$ cat config.mk
export PLATFORM = sky130hd
export DESIGN_NAME = pedal_timed_switch_controller_flat
export DESIGN_NICKNAME = d
export VERILOG_FILES = /design/src/ptsc_pkg.sv /design/src/ptsc_in_if.sv /design/src/ptsc_out_if.sv /design/src/ptsc_cfg_regs.sv /design/src/ptsc_core.sv /design/src/pedal_timed_switch_controller.sv /design/src/flat_wrapper.sv
export VERILOG_INCLUDE_DIRS = /design/src /design/src/src
export SDC_FILE = /design/constraint.sdc
export NUM_CORES = 1
export LEC_CHECK = 0
export ABC_AREA = 1
export CAP_MARGIN = 20
export CORE_ASPECT_RATIO = 0.5
export CORE_MARGIN = 8
export CORE_UTILIZATION = 29
export CTS_CLUSTER_DIAMETER = 200
export DETAILED_ROUTE_END_ITERATION = 7
export DONT_BUFFER_PORTS = 1
export PLACE_DENSITY_LB_ADDON = 0.2
export SETUP_SLACK_MARGIN = 0.4
export SLEW_MARGIN = 20
export SYNTH_ARGS = -nofsm -noshare
export SYNTH_HDL_FRONTEND = slang
export SYNTH_HIERARCHICAL = 1
export SYNTH_SLANG_ARGS = --single-unit
$ cat constraint.sdc
create_clock -name clk_i -period 13.1 [get_ports clk_i]
set_input_delay 1.31 -clock clk_i [delete_from_list [all_inputs] [get_ports clk_i]]
set_output_delay 1.31 -clock clk_i [all_outputs]
set_load 0.02 [all_outputs]
$ cat src/assert_macros.svh
// ----------------------------------------------------------------------------
// Assertion macros
// Shared concurrent assertion forms for the pedal timed switch controller.
// ----------------------------------------------------------------------------
`ifndef ASSERT_MACROS_SVH
`define ASSERT_MACROS_SVH

// Checked on every rising clock edge, skipped while reset is applied.
`define PTSC_ASSERT(lbl, prop, msg) \
  lbl: assert property (@(posedge clk_i) disable iff (!rst_ni) (prop)) else $error(msg);

// Checked on every rising clock edge, during reset as well.
`define PTSC_ASSERT_ALWAYS(lbl, prop, msg) \
  lbl: assert property (@(posedge clk_i) (prop)) else $error(msg);

`endif

$ cat src/ptsc_pkg.sv
// ----------------------------------------------------------------------------
// Pedal timed switch controller package
// Widths, reset values, register indexes and shared types.
// ----------------------------------------------------------------------------
package ptsc_pkg;

  // Field and register widths.
  localparam int unsigned DebW     = 8;
  localparam int unsigned WinW     = 16;
  localparam int unsigned BlinkW   = 16;
  localparam int unsigned GainW    = 8;
  localparam int unsigned BaseW    = 16;
  localparam int unsigned SampleW  = 10;
  localparam int unsigned ScaledW  = GainW + SampleW;
  localparam int unsigned OntimeW  = 19;
  localparam int unsigned PaddrW   = 5;
  localparam int unsigned PdataW   = 32;
  localparam int unsigned RegIdxW  = 3;

  // Register reset values.
  localparam logic [DebW-1:0]   DebounceReset = 8'd25;
  localparam logic [WinW-1:0]   DoubleReset   = 16'd400;
  localparam logic [BlinkW-1:0] BlinkReset    = 16'd100;
  localparam logic [GainW-1:0]  GainReset     = 8'd90;
  localparam logic [BaseW-1:0]  BaseReset     = 16'd12000;

  // Register indexes (byte address divided by four).
  typedef enum logic [RegIdxW-1:0] {
    RegDebounce = 3'd0,
    RegDouble   = 3'd1,
    RegBlink    = 3'd2,
    RegGain     = 3'd3,
    RegBase     = 3'd4
  } reg_idx_e;

  // Controller mode.
  typedef enum logic [2:0] {
    ModeOff   = 3'b001,
    ModeTimed = 3'b010,
    ModeOn    = 3'b100
  } mode_e;

  // Configuration set handed from the register file to the core.
  typedef struct packed {
    logic [DebW-1:0]   debounce_ticks;
    logic [WinW-1:0]   double_press_ticks;
    logic [BlinkW-1:0] blink_ticks;
    logic [GainW-1:0]  ontime_gain;
    logic [BaseW-1:0]  ontime_base;
  } cfg_t;

  // One result item.
  typedef struct packed {
    logic switch_on;
    logic led_on;
  } result_t;

endpackage

$ cat src/ptsc_in_if.sv
// ----------------------------------------------------------------------------
// Tick request channel
// Valid/ready channel carrying the pedal level, absence sense and pot sample.
// ----------------------------------------------------------------------------
interface ptsc_in_if import ptsc_pkg::*; ();
  logic               valid;
  logic               ready;
  logic               pedal_level;
  logic               pedal_absent;
  logic [SampleW-1:0] pot_sample;

  modport source (output valid, output pedal_level, output pedal_absent,
                  output pot_sample, input ready);
  modport sink   (input valid, input pedal_level, input pedal_absent,
                  input pot_sample, output ready);
endinterface

$ cat src/ptsc_out_if.sv
// ----------------------------------------------------------------------------
// Result request channel
// Valid/ready channel carrying the switch and LED drive levels.
// ----------------------------------------------------------------------------
interface ptsc_out_if import ptsc_pkg::*; ();
  logic valid;
  logic ready;
  logic switch_on;
  logic led_on;

  modport source (output valid, output switch_on, output led_on, input ready);
  modport sink   (input valid, input switch_on, input led_on, output ready);
endinterface

$ cat src/ptsc_cfg_regs.sv
// ----------------------------------------------------------------------------
// Configuration register file
// APB-style write/read access to the five timing and on-time registers.
// ----------------------------------------------------------------------------
module ptsc_cfg_regs import ptsc_pkg::*; (
  input  logic              clk_i,
  input  logic              rst_ni,
  input  logic              psel,
  input  logic              penable,
  input  logic              pwrite,
  input  logic [PaddrW-1:0] paddr,
  input  logic [PdataW-1:0] pwdata,
  output logic [PdataW-1:0] prdata,
  output logic              pready,
  output cfg_t              cfg_o
);

  cfg_t           cfg_q;
  logic           wr_en;
  logic [RegIdxW-1:0] idx;

  // Word index; the two low address bits are ignored.
  assign idx    = paddr[PaddrW-1:2];
  assign wr_en  = psel && penable && pwrite;
  assign pready = 1'b1;
  assign cfg_o  = cfg_q;

  // Register writes.
  always_ff @(posedge clk_i or negedge rst_ni) begin
    if (!rst_ni) begin
      cfg_q.debounce_ticks     <= DebounceReset;
      cfg_q.double_press_ticks <= DoubleReset;
      cfg_q.blink_ticks        <= BlinkReset;
      cfg_q.ontime_gain        <= GainReset;
      cfg_q.ontime_base        <= BaseReset;
    end else if (wr_en) begin
      unique case (idx)
        RegDebounce: cfg_q.debounce_ticks     <= pwdata[DebW-1:0];
        RegDouble:   cfg_q.double_press_ticks <= pwdata[WinW-1:0];
        RegBlink:    cfg_q.blink_ticks        <= pwdata[BlinkW-1:0];
        RegGain:     cfg_q.ontime_gain        <= pwdata[GainW-1:0];
        RegBase:     cfg_q.ontime_base        <= pwdata[BaseW-1:0];
        default: ;
      endcase
    end
  end

  // Read multiplexer.
  always_comb begin
    prdata = '0;
    unique case (idx)
      RegDebounce: prdata = PdataW'(cfg_q.debounce_ticks);
      RegDouble:   prdata = PdataW'(cfg_q.double_press_ticks);
      RegBlink:    prdata = PdataW'(cfg_q.blink_ticks);
      RegGain:     prdata = PdataW'(cfg_q.ontime_gain);
      RegBase:     prdata = PdataW'(cfg_q.ontime_base);
      default:     prdata = '0;
    endcase
  end

endmodule

$ cat src/ptsc_core.sv
// ----------------------------------------------------------------------------
// Controller core
// Lockout debouncer, three-mode state machine and blink timer; one tick per step.
// ----------------------------------------------------------------------------
module ptsc_core import ptsc_pkg::*; (
  input  logic               clk_i,
  input  logic               rst_ni,
  input  logic               step_i,
  input  logic               pedal_level_i,
  input  logic               pedal_absent_i,
  input  logic [SampleW-1:0] pot_sample_i,
  input  cfg_t               cfg_i,
  output result_t            res_o,
  output mode_e              mode_o
);

  mode_e              mode_q, mode_d;
  logic [DebW-1:0]    lock_q, lock_d;
  logic               last_q, last_d;
  logic [OntimeW-1:0] ontime_q, ontime_d;
  logic [WinW-1:0]    window_q, window_d;
  logic [BlinkW-1:0]  blink_q, blink_d;
  logic               phase_q, phase_d;
  logic               press;
  logic [ScaledW-1:0] scaled;
  logic [OntimeW-1:0] ontime_load;

  // On-time loaded at switch-on: base plus gain times the pot sample.
  assign scaled      = cfg_i.ontime_gain * pot_sample_i;
  assign ontime_load = OntimeW'(cfg_i.ontime_base) + OntimeW'(scaled);

  assign mode_o = mode_q;

  // Lockout debouncer: a level change is taken only once the lockout has expired.
  always_comb begin
    lock_d = lock_q;
    last_d = last_q;
    press  = 1'b0;
    if (lock_q == '0) begin
      if (pedal_level_i != last_q) begin
        lock_d = cfg_i.debounce_ticks;
        last_d = pedal_level_i;
        press  = pedal_level_i;
      end
    end else begin
      lock_d = lock_q - 1'b1;
    end
  end

  // Mode machine and output levels. A missing pedal freezes the machine.
  always_comb begin
    mode_d   = mode_q;
    ontime_d = ontime_q;
    window_d = window_q;
    blink_d  = blink_q;
    phase_d  = phase_q;
    res_o    = '0;
    if (pedal_absent_i) begin
      res_o.switch_on = 1'b1;
      res_o.led_on    = 1'b0;
    end else begin
      unique case (mode_q)
        ModeOff: begin
          if (press) begin
            mode_d   = ModeTimed;
            ontime_d = ontime_load;
            phase_d  = 1'b1;
            blink_d  = cfg_i.blink_ticks;
            window_d = cfg_i.double_press_ticks;
          end
        end
        ModeTimed: begin
          res_o.switch_on = 1'b1;
          res_o.led_on    = phase_q;
          if (blink_q == '0) begin
            blink_d = cfg_i.blink_ticks;
            phase_d = ~phase_q;
          end else begin
            blink_d = blink_q - 1'b1;
          end
          if (press) begin
            mode_d = (window_q == '0) ? ModeOff : ModeOn;
          end else if (ontime_q == '0) begin
            mode_d = ModeOff;
          end else begin
            ontime_d = ontime_q - 1'b1;
            if (window_q != '0) begin
              window_d = window_q - 1'b1;
            end
          end
        end
        ModeOn: begin
          res_o.switch_on = 1'b1;
          res_o.led_on    = 1'b1;
          if (press) begin
            mode_d = ModeOff;
          end
        end
        default: begin
          mode_d = ModeOff;
        end
      endcase
    end
  end

  // State registers advance once per accepted tick.
  always_ff @(posedge clk_i or negedge rst_ni) begin
    if (!rst_ni) begin
      mode_q   <= ModeOff;
      lock_q   <= '0;
      last_q   <= 1'b0;
      ontime_q <= '0;
      window_q <= '0;
      blink_q  <= '0;
      phase_q  <= 1'b0;
    end else if (step_i) begin
      mode_q   <= mode_d;
      lock_q   <= lock_d;
      last_q   <= last_d;
      ontime_q <= ontime_d;
      window_q <= window_d;
      blink_q  <= blink_d;
      phase_q  <= phase_d;
    end
  end

endmodule

$ cat src/pedal_timed_switch_controller.sv
// ----------------------------------------------------------------------------
// Pedal timed switch controller
// Debounced pedal press control of a load switch with timed and latched modes.
// ----------------------------------------------------------------------------
//  Channel   Dir  Handshake        Payload
//  in_i      in   valid / ready    pedal_level, pedal_absent, pot_sample
//  out_o     out  valid / ready    switch_on, led_on
//  apb       in   psel / penable   paddr, pwdata, prdata (pready tied high)
//
//  Each tick passes through the input register, then the core logic and the
//  result register; one tick per cycle is sustained while results are taken.
//  The core holds a single 8x10 multiply feeding a 19-bit add in that stage.
//  A stalled result holds the result register; the input register still
//  fills behind it, and then ready drops until the result is taken.
//  Reset is asynchronous, active low; no clearing pass is needed.
// ----------------------------------------------------------------------------
`include "assert_macros.svh"

module pedal_timed_switch_controller import ptsc_pkg::*; (
  input  logic              clk_i,
  input  logic              rst_ni,
  ptsc_in_if.sink           in_i,
  ptsc_out_if.source        out_o,
  input  logic              psel,
  input  logic              penable,
  input  logic              pwrite,
  input  logic [PaddrW-1:0] paddr,
  input  logic [PdataW-1:0] pwdata,
  output logic [PdataW-1:0] prdata,
  output logic              pready
);

  cfg_t               cfg;
  result_t            res;
  mode_e              mode;
  logic               in_valid_q;
  logic               in_level_q;
  logic               in_absent_q;
  logic [SampleW-1:0] in_sample_q;
  logic               out_valid_q;
  result_t            out_q;
  logic               fire;

  // Configuration registers.
  ptsc_cfg_regs u_cfg (
    .clk_i   (clk_i),
    .rst_ni  (rst_ni),
    .psel    (psel),
    .penable (penable),
    .pwrite  (pwrite),
    .paddr   (paddr),
    .pwdata  (pwdata),
    .prdata  (prdata),
    .pready  (pready),
    .cfg_o   (cfg)
  );

  // Handshake: the core steps when a tick is held and the result slot is free.
  assign fire        = in_valid_q && (!out_valid_q || out_o.ready);
  assign in_i.ready  = !in_valid_q || fire;

  // Input register.
  always_ff @(posedge clk_i or negedge rst_ni) begin
    if (!rst_ni) begin
      in_valid_q <= 1'b0;
    end else if (in_i.valid && in_i.ready) begin
      in_valid_q <= 1'b1;
    end else if (fire) begin
      in_valid_q <= 1'b0;
    end
  end

  always_ff @(posedge clk_i) begin
    if (in_i.valid && in_i.ready) begin
      in_level_q  <= in_i.pedal_level;
      in_absent_q <= in_i.pedal_absent;
      in_sample_q <= in_i.pot_sample;
    end
  end

  // Debouncer, mode machine and blink timer.
  ptsc_core u_core (
    .clk_i          (clk_i),
    .rst_ni         (rst_ni),
    .step_i         (fire),
    .pedal_level_i  (in_level_q),
    .pedal_absent_i (in_absent_q),
    .pot_sample_i   (in_sample_q),
    .cfg_i          (cfg),
    .res_o          (res),
    .mode_o         (mode)
  );

  // Result register.
  always_ff @(posedge clk_i or negedge rst_ni) begin
    if (!rst_ni) begin
      out_valid_q <= 1'b0;
    end else if (fire) begin
      out_valid_q <= 1'b1;
    end else if (out_o.ready) begin
      out_valid_q <= 1'b0;
    end
  end

  always_ff @(posedge clk_i) begin
    if (fire) begin
      out_q <= res;
    end
  end

  assign out_o.valid     = out_valid_q;
  assign out_o.switch_on = out_q.switch_on;
  assign out_o.led_on    = out_q.led_on;

  // Checks on the pipeline control and result levels.
  `PTSC_ASSERT(a_absent_forces, fire && in_absent_q |=> out_q.switch_on && !out_q.led_on,
               "missing pedal did not force switch on, LED off")
  `PTSC_ASSERT(a_on_mode_lit,
               fire && !in_absent_q && mode == ModeOn |=> out_q.switch_on && out_q.led_on,
               "always-on mode did not drive switch and LED")
  `PTSC_ASSERT(a_led_needs_switch, out_valid_q && out_q.led_on |-> out_q.switch_on,
               "LED lit while switch off")
  `PTSC_ASSERT_ALWAYS(a_full_blocks, !(in_valid_q && out_valid_q && !out_o.ready && in_i.ready),
                      "input accepted while both stages are full and stalled")

endmodule
$ cat src/flat_wrapper.sv
// flat-port wrapper written by rule: the top's interface ports become plain ports
module pedal_timed_switch_controller_flat import ptsc_pkg::*;
  (clk_i, rst_ni, psel, penable, pwrite, paddr, pwdata, prdata, pready, in_i_valid, in_i_pedal_level, in_i_pedal_absent, in_i_pot_sample, in_i_ready, out_o_valid, out_o_switch_on, out_o_led_on, out_o_ready);
  ptsc_in_if in_i_i ();
  ptsc_out_if out_o_i ();
  input  logic clk_i;
  input  logic rst_ni;
  input  logic psel;
  input  logic penable;
  input  logic pwrite;
  input  logic [PaddrW-1:0] paddr;
  input  logic [PdataW-1:0] pwdata;
  output logic [PdataW-1:0] prdata;
  output logic pready;
  input wire logic [$bits(in_i_i.valid)-1:0] in_i_valid;
  input wire logic [$bits(in_i_i.pedal_level)-1:0] in_i_pedal_level;
  input wire logic [$bits(in_i_i.pedal_absent)-1:0] in_i_pedal_absent;
  input wire logic [$bits(in_i_i.pot_sample)-1:0] in_i_pot_sample;
  output wire logic [$bits(in_i_i.ready)-1:0] in_i_ready;
  output wire logic [$bits(out_o_i.valid)-1:0] out_o_valid;
  output wire logic [$bits(out_o_i.switch_on)-1:0] out_o_switch_on;
  output wire logic [$bits(out_o_i.led_on)-1:0] out_o_led_on;
  input wire logic [$bits(out_o_i.ready)-1:0] out_o_ready;
  assign in_i_i.valid = in_i_valid;
  assign in_i_i.pedal_level = in_i_pedal_level;
  assign in_i_i.pedal_absent = in_i_pedal_absent;
  assign in_i_i.pot_sample = in_i_pot_sample;
  assign in_i_ready = in_i_i.ready;
  assign out_o_valid = out_o_i.valid;
  assign out_o_switch_on = out_o_i.switch_on;
  assign out_o_led_on = out_o_i.led_on;
  assign out_o_i.ready = out_o_ready;
  pedal_timed_switch_controller u_core (.clk_i(clk_i), .rst_ni(rst_ni), .in_i(in_i_i), .out_o(out_o_i), .psel(psel), .penable(penable), .pwrite(pwrite), .paddr(paddr), .pwdata(pwdata), .prdata(prdata), .pready(pready));
endmodule
Word-level counts from Yosys, hierarchy flattened
Cells that the tools add are included.
{"block": "classes", "n_mux": 31, "n_bitwise": 2, "add_sub_neg": 5, "mul": 1, "div_mod_pow": 0, "shift": 0, "n_eq_ne": 16, "reduce_logical": 29, "n_lt_le_gt_ge": 0}
{"cell": "two-way mux 16 bit", "count": 6}
{"cell": "one-hot mux 16 bit (5 select lines)", "count": 1}
{"cell": "one-hot mux 16 bit (2 select lines)", "count": 2}
{"cell": "two-way mux 19 bit", "count": 3}
{"cell": "one-hot mux 19 bit (2 select lines)", "count": 1}
{"cell": "logical NOT 16 bit", "count": 2}
{"cell": "subtractor 16 x 1 -> 16 bit (second input constant)", "count": 2}
{"cell": "adder 16 x 18 -> 19 bit", "count": 1}
{"cell": "logical NOT 19 bit", "count": 1}
{"cell": "subtractor 19 x 1 -> 19 bit (second input constant)", "count": 1}
{"cell": "multiplier 8 x 10 -> 18 bit", "count": 1}
{"cell": "two-way mux 8 bit", "count": 2}
{"cell": "nonzero test 16 bit", "count": 1}
{"cell": "two-way mux 3 bit", "count": 5}
{"cell": "!= test 2 bit (second input constant)", "count": 6}
{"cell": "AND reduction 2 bit", "count": 6}
{"cell": "AND reduction 5 bit", "count": 2}
{"cell": "== test 3 x 2 -> 1 bit (second input constant)", "count": 3}
{"cell": "one-hot mux 3 bit (3 select lines)", "count": 1}
{"cell": "logical NOT 8 bit", "count": 1}
{"cell": "two-way mux 1 bit", "count": 8}
{"cell": "subtractor 8 x 1 -> 8 bit (second input constant)", "count": 1}
{"cell": "AND reduction 7 bit", "count": 1}
{"cell": "== test 3 x 1 -> 1 bit (second input constant)", "count": 2}
{"cell": "15 further kinds", "count": 24}
{"block": "totals", "mem_bits_ro": 0, "ff_bits": 144, "latch_bits": 0, "out_inout_bits": 37, "n_memories": 0, "elab_cells": 103, "mem_bits_rw": 0, "input_bits": 56}

Longest topological paths before layout
{"block": "logic_depth", "depth_word": 6, "depth_mapped": 23, "depth_no_buf": 22}

Cells and area by module
Netlist, hierarchy kept.
{"module": "ptsc_core", "seq_area_each_um2": 1602.8, "cells_per_inst": 1187, "area_each_um2": 7840.0, "n_inst": 1}
{"module": "ptsc_cfg_regs", "seq_area_each_um2": 1626.6, "cells_per_inst": 417, "area_each_um2": 3266.9, "n_inst": 1}
{"module": "pedal_timed_switch_controller", "seq_area_each_um2": 470.5, "cells_per_inst": 26, "area_each_um2": 515.5, "n_inst": 1}

Worst setup path after synthesis
OpenSTA, ideal clock, no wires.
{"block": "synth_timing", "kind": "register -> register", "startpoint": "register u_core.u_cfg.cfg_q (netlist bit u_core/u_cfg/cfg_o[19])", "endpoint": "register u_core.u_core.ontime_q[8]", "path_stages_with_launch": 20, "path_buffers": 1, "required_time_ns": 12.984, "t_arrival_ns": 4.087, "slack_ns": 8.897, "synth_period_minus_slack_ns": 4.203, "setup_time_ns": 0.116, "path_cell_list": "dfstp_2 clkbuf_1 nand2_1 fa_1 fa_1 inv_1 fa_1 inv_1 fa_1 inv_1 ha_1 nand2_1 inv_1 nand2_1 nand3_1 or2_2 nand3_1 o21ai_0 nand2_1 nand2_1"}
{"block": "synth_via", "elab_chain_len": 4}
{"element": "start, declared", "line_no": "ptsc_cfg_regs.sv:18", "text": "cfg_t cfg_q;"}
{"element": "multiplier 8 x 10 -> 18 bit", "line_no": "ptsc_core.sv:29", "text": "assign scaled = cfg_i.ontime_gain * pot_sample_i;"}
{"element": "adder 16 x 18 -> 19 bit", "line_no": "ptsc_core.sv:30", "text": "assign ontime_load = OntimeW'(cfg_i.ontime_base) + OntimeW'(scaled);"}
{"element": "two-way mux 19 bit", "line_no": "ptsc_core.sv:64", "text": "if (press) begin"}
{"element": "one-hot mux 19 bit (2 select lines)", "line_no": "ptsc_core.sv:62", "text": "unique case (mode_q)"}
{"element": "end signal, assigned", "line_no": "ptsc_core.sv:120", "text": "ontime_q <= ontime_d;"}
{"element": "end, declared", "line_no": "ptsc_core.sv:20", "text": "logic [OntimeW-1:0] ontime_q, ontime_d;"}
No other way between the ends. The select of a mux whose other input is x is not followed.
A chain may end at the register's enable or synchronous reset.

Worst setup path in the final report
{"block": "layout_timing", "startpoint": "register u_core.u_cfg.cfg_q (netlist bit u_core/u_cfg/cfg_o[16])", "endpoint": "register u_core.u_core.ontime_q[8]"}
The elaborated chain is that of the path after synthesis.

==> flow_metrics.env <==
export IMPL_drtIter0Drc=735
export IMPL_yosysSeqAreaShare_pct=31.83
export IMPL_hp_class="flop to flop"
export IMPL_h_tree_depth=4
export IMPL_worst_pin_slew_ps=826.0
export IMPL_final_period_utilization_pct=35.08
export IMPL_worstReg2RegStart="u_core/u_cfg/cfg_o[16]$_DFFE_PN0P_"
export IMPL_grt_first_pass_wirelength_mm=52.43
export IMPL_dp_final_hpwl_mm=24.52
export IMPL_root_buffer="clkbuf_16"
export IMPL_place_area_um2=11950
export IMPL_track_usage_pct=14.13
export IMPL_initial_core_util_pct=29.66
export IMPL_num_antenna_cells=0
export IMPL_vdd_ir_drop_max_v=0.00009048
export IMPL_drv_cap=0
export IMPL_slowest_delay_ps=750
export IMPL_rows=51
export IMPL_min_from="u_core/in_valid_q$_DFFE_PN0P_"
export IMPL_path_cells="nand2_1, fa_1, inv_1, fa_1, fa_1, inv_1, fa_1, inv_1, ha_1, nand2_1, nand2_1, inv_1, nand3_1, or2_2, nand3_1, o21ai_0, nand2_1, nand2_1"
export IMPL_synth_edf_count=14
export IMPL_regArea_um2=3700
export IMPL_cp_slowest_cell="dfrtp_1"
export IMPL_worstSetupStartpointType="flop"
export IMPL_p_leak_nw=6.705
export IMPL_fin_skew_ps=8.072
export IMPL_grt_pass1_vias=9159
export IMPL_clk_pin_slew_ps=70
export IMPL_grt_max_degree=131
export IMPL_final_nets=1760
export IMPL_setup_tns_ps=0
export IMPL_num_vias=9634
export IMPL_floorplan_die_area_um2=47130
export IMPL_postCtsHoldBufs=0
export IMPL_setup_viol=0
export IMPL_final_antenna_net_count=0
export IMPL_cts_tree="done"
export IMPL_gp_congestion=0.8259
export IMPL_wl_per_cell_um=15.44
export IMPL_yosysUniqueCellTypes=43
export IMPL_hold_violations=0
export IMPL_syn_cell_area_um2=11620
export IMPL_grt_overflow=0
export IMPL_route_detailed_drc=0
export IMPL_wl_mm=32.99
export IMPL_ctsResizeCount=0
export IMPL_yosys_area_top_type="dfrtp_1"
export IMPL_crit_arrival_ps=4930
export IMPL_via_per_inst=4.508
export IMPL_synth_seq_cells=144
export IMPL_clock_sinks=144
export IMPL_ys_top_cells_by_area="dfrtp_1 23%, nand2_1 18%, fa_1 11%, inv_1 8.4%, ha_1 5.0%"
export IMPL_path_class="flop to flop"
export IMPL_die_height_um=157.6
export IMPL_ios=93
export IMPL_multiInputGateArea_um2=6571
export IMPL_startpoint="u_core/u_cfg/cfg_o[16]$_DFFE_PN0P_"
export IMPL_cts_buffers=17
export IMPL_path_buf_inv=4
export IMPL_path_max_fanout=12
export IMPL_area_delta_synth_final_pct=8.311
export IMPL_clock_latency_ps=440
export IMPL_crit_path_frequent_cell="nand2_1"
export IMPL_status="finished, final reports clean"
export IMPL_finalMaxSlewViolations=0
export IMPL_drive_gt1_share_pct=5.787
export IMPL_post_cts_setup_buffers=0
export IMPL_io_buffers=0
export IMPL_n_fill_cell=4250
export IMPL_die_w_um=299.1
export IMPL_syn_inst=1630
export IMPL_rsz0062_at_grt="false"
export IMPL_fmax_mhz=217.6
export IMPL_synth_top_cells_by_count="567 x nand2_1, 259 x inv_1, 109 x dfrtp_1, 103 x nand3_1"
export IMPL_ys_flop_type="dfrtp_1"
export IMPL_yosysWarnings=6
export IMPL_antenna_found_initial=0
export IMPL_crit_family="adder cells"
export IMPL_core_um2=39180
export IMPL_async_reset_ff_share_pct=90.28
export IMPL_period_needed_ps=4595
export IMPL_dr_pass1_iters=7
export IMPL_fin_area_um2=12590
export IMPL_slew_headroom_pct=44.80
export IMPL_synth_top_area_share_pct=23.47
export IMPL_endpoint_kind="flop"
export IMPL_clk_path_buf_depth=2
export IMPL_p_per_area_nw_per_um2=208.3
export IMPL_yosysMostFrequentCell="nand2_1"
export IMPL_required_ps=13430
export IMPL_synth_avg_cell_area_um2=7.130
## final timing paths
kind	endpoint	cells past startpoint	slack [ps]
min in group asynchronous	u_core/out_o.valid$_DFFE_PN0P_	0	560
worst max register to register	u_core/u_core/ontime_q[8]$_DFFE_PN0P_	18	8500
worst min register to register	u_core/out_o.valid$_DFFE_PN0P_	2	490
worst max-delay path	u_core/u_core/ontime_q[8]$_DFFE_PN0P_	18	8500
worst min-delay path	u_core/out_o.valid$_DFFE_PN0P_	2	490
max in group asynchronous	u_core/u_cfg/cfg_o[60]$_DFFE_PN1P_	0	12210
## registers in the layout, summed over array words and instances (netlist names)
register                cells
u_core/in_sample_q         10
u_core/in_level_q           1
u_core/in_absent_q          1
u_core/u_core/last_q        1
u_core/in_valid_q           1
u_core/u_core/blink_q      16
u_core/u_core/mode_o        3
u_core/out_o.led_on         1
u_core/u_core/ontime_q     19
u_core/out_o.switch_on      1
u_core/out_o.valid          1
u_core/u_cfg/cfg_o         64
u_core/u_core/lock_q        8
u_core/u_core/phase_q       1
u_core/u_core/window_q     16
## power breakdown
group	leakage (nW)	internal [mW]	total [mW]	switching, mW
clock	0.306	0.328	0.547	0.219
combinational	4.65	0.493	1.35	0.853
sequential	1.74	0.583	0.728	0.145
total	6.70	1.40	2.62	1.22
## layout make-up
cell class,instances,area share (%)
Tap cell,530,5.268
Multi-Input combinational cell,1163,52.20
Sequential cell,144,29.39
Clock inverter,13,1.560
Inverter,266,7.942
Clock buffer,19,3.519
Timing Repair Buffer,2,0.1193
## layer usage
| layer | routed length, um | track usage (%) | part of all wire [%] |
|---|---|---|---|
| met3 | 1302 | 2.235 | 3.9 |
| met4 | 675 | 4.156 | 2.0 |
| met5 | 0 | 0 | 0 |
| met1 | 15620 | 19.03 | 47 |
| met2 | 15390 | 23.31 | 47 |
## worst min-delay path, cell delays in order (launching register included)
cell and delay, ps:
dfrtp_1 350, inv_1 60, nand2_1 60
## stage by stage
step                      setup WS, ps  utilization (%)  std cells  power [mW]  hold WS (ps)
after floorplan                   8897                -       1645       1.762         441.8
after global placement            8493            30.50       2105       2.101         460.8
after detailed placement          8480            30.50       2105       2.101         469.4
after CTS                         8470            32.13       2137       2.666         487.1
after global routing              8226            32.13       2137       2.907         491.6
final                             8505            32.13       2137       2.622         490.5
## cell usage in the layout, fill, tap and decap left out, types with 6 or more instances in the layout
cell       Yosys  layout
a21oi_1       20      20
clkbuf_16      0      17
conb_1         2      17
dfrtp_1      109     109
dfstp_2       21      21
edfxtp_1      14      14
fa_1          64      64
ha_1          46      46
inv_1        259     259
inv_2          6       6
inv_6          0       7
nand2_1      567     567
nand3_1      103     102
nand4_1       15      15
nor2_1       102     102
nor2_4         7       7
nor3_1         7       7
o21ai_0      102     102
o21ai_1       41      41
xnor2_1       12      12
xor2_1        15      15
## cells by family after synthesis
logic type      Yosys count  share of synthesized area [%]
xor+xnor                 27                          2.035
buf+inv                 338                          12.15
simple gates            832                          29.95
fa+ha+maj               110                          15.98
mux                       2                         0.1723
other cells               2                        0.06462
flops                   144                          31.83
compound gates          175                          7.816
Note: power is estimated with default switching activity, not from simulation.
